**src/rtl/brpd_pkg.sv**
```systemverilog
`timescale 1ns / 1ps

package brpd_pkg;

   // expander port bytes for the two coil polarities and coil off
   localparam logic [7:0] PORT_TRUE  = 8'hC0;
   localparam logic [7:0] PORT_FALSE = 8'h30;
   localparam logic [7:0] PORT_OFF   = 8'h50;

   // relay state codes
   localparam logic [1:0] STATE_FALSE   = 2'd0;
   localparam logic [1:0] STATE_TRUE    = 2'd1;
   localparam logic [1:0] STATE_UNKNOWN = 2'd2;

   // reset values of the timing registers
   localparam logic [7:0] ENERGIZE_RESET = 8'd20;
   localparam logic [9:0] RECOVERY_RESET = 10'd100;

   // configuration register indexes
   localparam logic REG_ENERGIZE = 1'b0;
   localparam logic REG_RECOVERY = 1'b1;

   typedef enum logic [1:0] {
      ACT_TICK   = 2'd0,
      ACT_SET    = 2'd1,
      ACT_PULSE  = 2'd2,
      ACT_TOGGLE = 2'd3
   } action_type;

   typedef enum logic [1:0] {
      CMD_NONE  = 2'd0,
      CMD_SET   = 2'd1,
      CMD_PULSE = 2'd2
   } cmd_type;

   typedef enum logic [2:0] {
      PH_IDLE        = 3'd0,
      PH_SET         = 3'd1,
      PH_SET_OFF     = 3'd2,
      PH_PULSE       = 3'd3,
      PH_PULSE_OFF   = 3'd4,
      PH_REVERSE     = 3'd5,
      PH_REVERSE_OFF = 3'd6
   } phase_type;

   function automatic logic [7:0] polarity_byte(input logic lvl);
      return lvl ? PORT_TRUE : PORT_FALSE;
   endfunction

endpackage

```
**src/rtl/bistable_relay_pulse_driver.sv**
```systemverilog
`timescale 1ns / 1ps

// Bistable relay coil pulse driver.
// req_ channel carries one command per transfer: tick, set, pulse or toggle,
// with the wanted level and the pulse hold time. Set, pulse and toggle only
// latch a command (a newer one overwrites a pending one); ticks advance the
// energize / off / hold / reverse / recovery sequence through one down-counter.
// Every accepted item yields exactly one rsp_ transfer with the coil port
// byte, the relay state and the busy flag as they stand after the item.
// The state update and the result register are loaded at the same edge.
// Throughput is one item per cycle; the result register is the only stage,
// so req_stall rises only while a result is held by rsp_stall. A stalled
// result keeps its value.
// csr_ writes set energize_ticks (index 0) and recovery_ticks (index 1);
// csr_ready is always high. Write only while no item is in flight.
// Reset (synchronous) returns the coil to off, the relay state to unknown,
// clears any command and restores the register defaults of 20 and 100.
module bistable_relay_pulse_driver #(
   parameter int TICK_WIDTH = 16
) (
   input  logic                  clock,
   input  logic                  reset,
   input  logic                  req_valid,
   output logic                  req_stall,
   input  logic [1:0]            req_action,
   input  logic                  req_level,
   input  logic [15:0]           req_pulse_ticks,
   output logic                  rsp_valid,
   input  logic                  rsp_stall,
   output logic [7:0]            rsp_coil_port,
   output logic [1:0]            rsp_relay_state,
   output logic                  rsp_busy_res,
   input  logic                  csr_valid,
   output logic                  csr_ready,
   input  logic                  csr_index,
   input  logic [9:0]            csr_wdata
);
   import brpd_pkg::*;

   // hold waits are masked to the tick width; the counter also holds recovery
   localparam int HOLD_W = (TICK_WIDTH < 16) ? TICK_WIDTH : 16;
   localparam int WAIT_W = (HOLD_W > 10) ? HOLD_W : 10;

   logic [7:0]        energize_ff;
   logic [9:0]        recovery_ff;
   phase_type         phase_ff, phase_in;
   logic [WAIT_W-1:0] wait_ff, wait_in;
   cmd_type           pending_ff, pending_in;
   logic              desired_ff, desired_in;
   logic [15:0]       hold_ff, hold_in;
   logic [1:0]        known_ff, known_in;
   logic              active_ff, active_in;
   logic [7:0]        port_ff, port_in;
   logic              rsp_valid_ff;
   logic [7:0]        rsp_coil_ff;
   logic [1:0]        rsp_state_ff;
   logic              rsp_busy_ff;

   logic              req_xfer;
   logic [WAIT_W-1:0] wait_dec;
   action_type        act;

   assign csr_ready = 1'b1;
   assign req_stall = rsp_valid_ff & rsp_stall;
   assign req_xfer  = req_valid & ~req_stall;
   assign act       = action_type'(req_action);
   assign wait_dec  = (wait_ff != '0) ? wait_ff - WAIT_W'(1) : wait_ff;

   // configuration registers
   always_ff @(posedge clock) begin
      if (reset) begin
         energize_ff <= ENERGIZE_RESET;
         recovery_ff <= RECOVERY_RESET;
      end else if (csr_valid) begin
         unique case (csr_index)
            REG_ENERGIZE: energize_ff <= csr_wdata[7:0];
            REG_RECOVERY: recovery_ff <= csr_wdata;
            default:      energize_ff <= energize_ff;
         endcase
      end
   end

   // sequence next state for the incoming item
   always_comb begin
      phase_in   = phase_ff;
      wait_in    = wait_ff;
      pending_in = pending_ff;
      desired_in = desired_ff;
      hold_in    = hold_ff;
      known_in   = known_ff;
      active_in  = active_ff;
      port_in    = port_ff;
      unique case (act)
         ACT_TICK: begin
            if (active_ff) begin
               wait_in = wait_dec;
               if (wait_dec == '0) begin
                  unique case (phase_ff)
                     PH_SET, PH_PULSE: begin
                        port_in  = polarity_byte(desired_ff);
                        known_in = {1'b0, desired_ff};
                        phase_in = (phase_ff == PH_SET) ? PH_SET_OFF : PH_PULSE_OFF;
                        wait_in  = WAIT_W'(energize_ff);
                     end
                     PH_SET_OFF, PH_REVERSE_OFF: begin
                        port_in  = PORT_OFF;
                        phase_in = PH_IDLE;
                        wait_in  = WAIT_W'(recovery_ff);
                     end
                     PH_PULSE_OFF: begin
                        port_in  = PORT_OFF;
                        phase_in = PH_REVERSE;
                        wait_in  = WAIT_W'(hold_ff[HOLD_W-1:0]);
                     end
                     PH_REVERSE: begin
                        known_in = (known_ff == STATE_TRUE) ? STATE_FALSE : STATE_TRUE;
                        port_in  = polarity_byte(known_ff != STATE_TRUE);
                        phase_in = PH_REVERSE_OFF;
                        wait_in  = WAIT_W'(energize_ff);
                     end
                     default: begin
                        // idle: start the pending command's energize step at once
                        pending_in = CMD_NONE;
                        if (pending_ff == CMD_SET || pending_ff == CMD_PULSE) begin
                           port_in  = polarity_byte(desired_ff);
                           known_in = {1'b0, desired_ff};
                           phase_in = (pending_ff == CMD_SET) ? PH_SET_OFF : PH_PULSE_OFF;
                           wait_in  = WAIT_W'(energize_ff);
                        end else begin
                           phase_in  = PH_IDLE;
                           active_in = 1'b0;
                        end
                     end
                  endcase
               end
            end
         end
         ACT_SET: begin
            pending_in = CMD_SET;
            desired_in = req_level;
            if (!active_ff) begin
               active_in = 1'b1;
               wait_in   = '0;
            end
         end
         ACT_PULSE: begin
            hold_in    = req_pulse_ticks;
            pending_in = CMD_PULSE;
            desired_in = req_level;
            if (!active_ff) begin
               active_in = 1'b1;
               wait_in   = '0;
            end
         end
         default: begin
            // toggle is ignored while the relay state is unknown
            if (known_ff == STATE_FALSE || known_ff == STATE_TRUE) begin
               pending_in = CMD_SET;
               desired_in = (known_ff == STATE_FALSE);
               if (!active_ff) begin
                  active_in = 1'b1;
                  wait_in   = '0;
               end
            end
         end
      endcase
   end

   // sequence state registers
   always_ff @(posedge clock) begin
      if (reset) begin
         phase_ff   <= PH_IDLE;
         wait_ff    <= '0;
         pending_ff <= CMD_NONE;
         desired_ff <= 1'b0;
         hold_ff    <= '0;
         known_ff   <= STATE_UNKNOWN;
         active_ff  <= 1'b0;
         port_ff    <= PORT_OFF;
      end else if (req_xfer) begin
         phase_ff   <= phase_in;
         wait_ff    <= wait_in;
         pending_ff <= pending_in;
         desired_ff <= desired_in;
         hold_ff    <= hold_in;
         known_ff   <= known_in;
         active_ff  <= active_in;
         port_ff    <= port_in;
      end
   end

   // result register
   always_ff @(posedge clock) begin
      if (reset) begin
         rsp_valid_ff <= 1'b0;
      end else if (req_xfer) begin
         rsp_valid_ff <= 1'b1;
      end else if (!rsp_stall) begin
         rsp_valid_ff <= 1'b0;
      end
   end

   always_ff @(posedge clock) begin
      if (req_xfer) begin
         rsp_coil_ff  <= port_in;
         rsp_state_ff <= known_in;
         rsp_busy_ff  <= active_in;
      end
   end

   assign rsp_valid       = rsp_valid_ff;
   assign rsp_coil_port   = rsp_coil_ff;
   assign rsp_relay_state = rsp_state_ff;
   assign rsp_busy_res    = rsp_busy_ff;

endmodule

```
**config.mk**
```make
export PLATFORM = sky130hd
export DESIGN_NAME = bistable_relay_pulse_driver
export DESIGN_NICKNAME = d
export VERILOG_FILES = /design/src/rtl/brpd_pkg.sv /design/src/rtl/bistable_relay_pulse_driver.sv
export SDC_FILE = /design/constraint.sdc
export NUM_CORES = 1
export LEC_CHECK = 0
export BUFFER_PORTS_ARGS = -buffer_cell sky130_fd_sc_hd__buf_2
export CELL_PAD_IN_SITES_DETAIL_PLACEMENT = 0
export CELL_PAD_IN_SITES_GLOBAL_PLACEMENT = 2
export CORE_ASPECT_RATIO = 0.5
export CORE_UTILIZATION = 31
export DETAILED_ROUTE_END_ITERATION = 6
export GPL_TIMING_DRIVEN = 0
export PLACE_DENSITY = 0.72
export SLEW_MARGIN = 5
export SYNTH_ARGS = -nofsm -noshare
export SYNTH_HDL_FRONTEND = slang
export SYNTH_SLANG_ARGS = --single-unit
```
**constraint.sdc**
```tcl
create_clock -name clock -period 2.7 [get_ports clock]
set_input_delay 0.27 -clock clock [delete_from_list [all_inputs] [get_ports clock]]
set_output_delay 0.27 -clock clock [all_outputs]
set_load 0.05 [all_outputs]
```
==> flow_summary.toml <==
[logic_synthesis]
syn_inst = 553
synth-seq-cells = 79
ys_types = 68
syn-cell-area_um2 = 4343
synth-async-reset-ratio_pct = 0
netlist_top_cells_area = "dfxtp_1, nand2_1, a21oi_1"
yosys.area_share.xor_xnor_pct = 0.4033
yosysSeqAreaShare_pct = 38.95
synth_nets = 596
synth_top_area_share_pct = 31.35
synthTopCellsByCount = "nand2_1, a21oi_1, dfxtp_1"
yosysMostFrequentCell = "nand2_1"
synth_ff_type = "dfxtp_1"
yosys.area_share.adder_pct = 2.305
synth_compound_area_share_pct = 20.86
yosys_warnings = 0
synth_top_family_by_area = "simple AND/OR/NAND/NOR gates"
synth_edf_count = 11
synth-simple-area-share_pct = 29.53
yosysTopAreaCell = "dfxtp_1"
syn-mean-instance-area_um2 = 7.853
synthMuxAreaShare_pct = 2.478

[detailed_routing]
vias = 4436
drtIter0Drc = 344
wl_um = 15440
drc = 0
wire_per_inst_um = 18.19
drtPass1Iterations = 4
viasPerCell = 5.225
antenna_left = 0

[timing]
rsz0062_at_grt = "true"
max_slew_margin_pct = 32.76
setup_viol = 11
worst_slack_ns = -0.1383
period_minus_slack_ns = 2.838
hold_viol = 0
tightest_slew_ns = 1.006
drv_slew = 0
final.setup_skew_ns = 0.008180
fmaxAchievable_ghz = 0.3523
fin_crit_sh_pct = 105.1

[worst_setup_path]
timing.rr.start = "wait_ff[9]"
worstPathMaxFanout = 7
reg2reg_depth = 8
cp_data_required_time_ns = 2.79
start_kind = "flop"
endpoint_kind = "flop"
timing.rr.end = "rsp_coil_port[6]"
crit_type = "flop to flop"
regToRegSetupSlack_ns = -0.14
cp.arrival_ns = 2.93

[global_routing]
grt_pass1_vias = 3998
antenna_found_initial = 0
grt_pass1_wl_um = 23720
grt_usage_pct = 21.80
grt_max_degree = 17
grt_overflow_total = 0

[power_and_ir_drop]
leakage_uw = 0.002240
seqPwrFrac_pct = 33.8
p_per_area_nw_per_um2 = 658.8
netSwitchingFraction_pct = 33.46
finalPower_uw = 3800
p_sw_uw = 1271
p_int_uw = 2529
peakVddDrop_v = 0.0003148
clkPwrFrac_pct = 34.6
combPwrFrac_pct = 31.7

[hold_path]
hold_path_depth = 3
holdCritPathClass = "input port to flop"
hold_start = "csr_wdata[6]"
min_to = "recovery_ff[6]"

[clock_network]
clock_sinks = 79
ctsHtreeMaxLevel = 3
root_buffer = "clkbuf_16"
cts_max_path_buffers = 2
numCtsBuffers = 9
clk_pin_slew_worst_paths_ns = 0.07
clock_latency_ns = 0.34
tritoncts = "done"
cts_hold_buf = 0

[final_layout]
multiInputGateArea_um2 = 2668
drive_above_1_share_pct = 25.42
nets = 695
regArea_um2 = 1703
nFillCells = 1421
antenna_cells = 0
area_growth_pct = 32.81
design_area_um2 = 5768

[floorplanning]
core.rowCount = 30
die_w_um = 169.4
fp.coreArea_um2 = 13630
die_h_um = 85.70
ios = 49
initial_utilization_pct = 31.87
die_area_um2 = 14520

[run_status]
outcome = "finished, violations left"
violations = "setup timing"

[place]
dp_hpwl_um = 10810
io_buffer_count = 47
placed_cell_area_um2 = 4868
pre_cts_ws_ns = -0.4908
gp_congestion = 0.8716

[flow_run]
maxCapViolations = 0
==> critical path: stages (launching register included) <==
cell and delay, ns:
dfxtp_2 0.35, nor4_4 0.57, and4_1 0.29, buf_6 0.11
o21bai_4 0.08, or3b_4 0.42, nor4_4 0.26, nand2_2 0.18
mux2_4 0.33
==> how the worst max path moves through the flow <==
| stage | slack [ns] | from | endpoint | cells past startpoint |
|---|---|---|---|---|
| global route | -0.24 | wait_ff[9] | rsp_coil_port[6] | 8 |
| global placement | -0.50 | wait_ff[12] | rsp_coil_port[1] | 7 |
| finish | -0.14 | wait_ff[9] | rsp_coil_port[6] | 8 |
| floorplan | -0.002 | wait_ff[0] | rsp_coil_port[4] | 11 |
| detailed placement | -0.49 | wait_ff[1] | rsp_coil_port[2] | 9 |
| CTS | -0.07 | wait_ff[6] | rsp_coil_port[6] | 8 |
==> cell families after synthesis <==
family                   count (synthesis)
buffers and inverters                   56
multiplexers                            10
AND/OR/NAND/NOR                        251
XOR/XNOR                                 2
flip-flops                              79
AO/OA/AOI/OAI                          146
other                                    1
adder cells (fa/ha/maj)                  8
==> layout make-up <==
class | instances | share of cell area (%)
buffer | 35 | 2.950
clock buffer | 11 | 4.403
clock inverter | 5 | 1.063
inverter | 20 | 1.388
multi-input combinational | 418 | 46.25
sequential | 79 | 29.52
tap | 192 | 4.165
timing repair buffer | 89 | 10.26
==> cell usage in the layout, fill, tap and decap left out, types with 10 or more instances in the layout <==
master / n
o21ai_0: 14
clkbuf_1: 25
a21oi_1: 66
nor3_1: 11
inv_1: 17
nand2_1: 110
buf_6: 13
dfxtp_1: 63
nor2_1: 27
buf_4: 34
nand3_1: 20
buf_2: 48
and3_1: 16
clkbuf_16: 10
edfxtp_1: 11
==> power groups by stage <==
| stage | clock network (µW) | registers [µW] | logic [µW] |
|---|---|---|---|
| floorplan | 0 | 1320 | 592 |
| CTS | 1340 | 1280 | 1080 |
| global route | 1390 | 1290 | 1290 |
| detailed placement | 0 | 1310 | 846 |
| global placement | 0 | 1310 | 846 |
| finish | 1310 | 1280 | 1200 |
==> per-stage QoR <==
step                      utilization [%]  setup TNS [ns]  hold slack (ns)  std cells
after CTS                           40.77         -0.2159           0.1533        840
after global placement              35.73          -10.55           0.4422        792
after global routing                42.33          -3.892           0.1599        849
final                               42.33         -0.6214           0.1595        849
after floorplan                         -       -0.003547           0.3940        553
after detailed placement            35.73          -9.976           0.4444        792
==> what timing repair did <==
item                       in CTS  in global routing
pin swaps                      19                 12
gates resized for setup        29                 37
setup endpoints to repair      41                 40
buffers inserted               32                 10
==> per-layer routing <==
layer / track usage (%) / vias to the layer above / routed length (µm)
li1: - / 2179 / -
met1: 33.67 / 2143 / 8261
met2: 30.45 / 100 / 6302
met3: 4.799 / 14 / 784
met4: 4.095 / 0 / 95
met5: 0 / - / 0
==> flip-flops by register name, indices dropped and copies added, names as in the netlist <==
name,cells
wait_ff,16
rsp_busy_res,1
pending_ff,2
phase_ff,3
known_ff,2
active_ff,1
rsp_coil_port,8
desired_ff,1
rsp_relay_state,2
energize_ff,8
recovery_ff,10
port_ff,8
hold_ff,16
rsp_valid,1
Power figures use the tool's default switching activity.
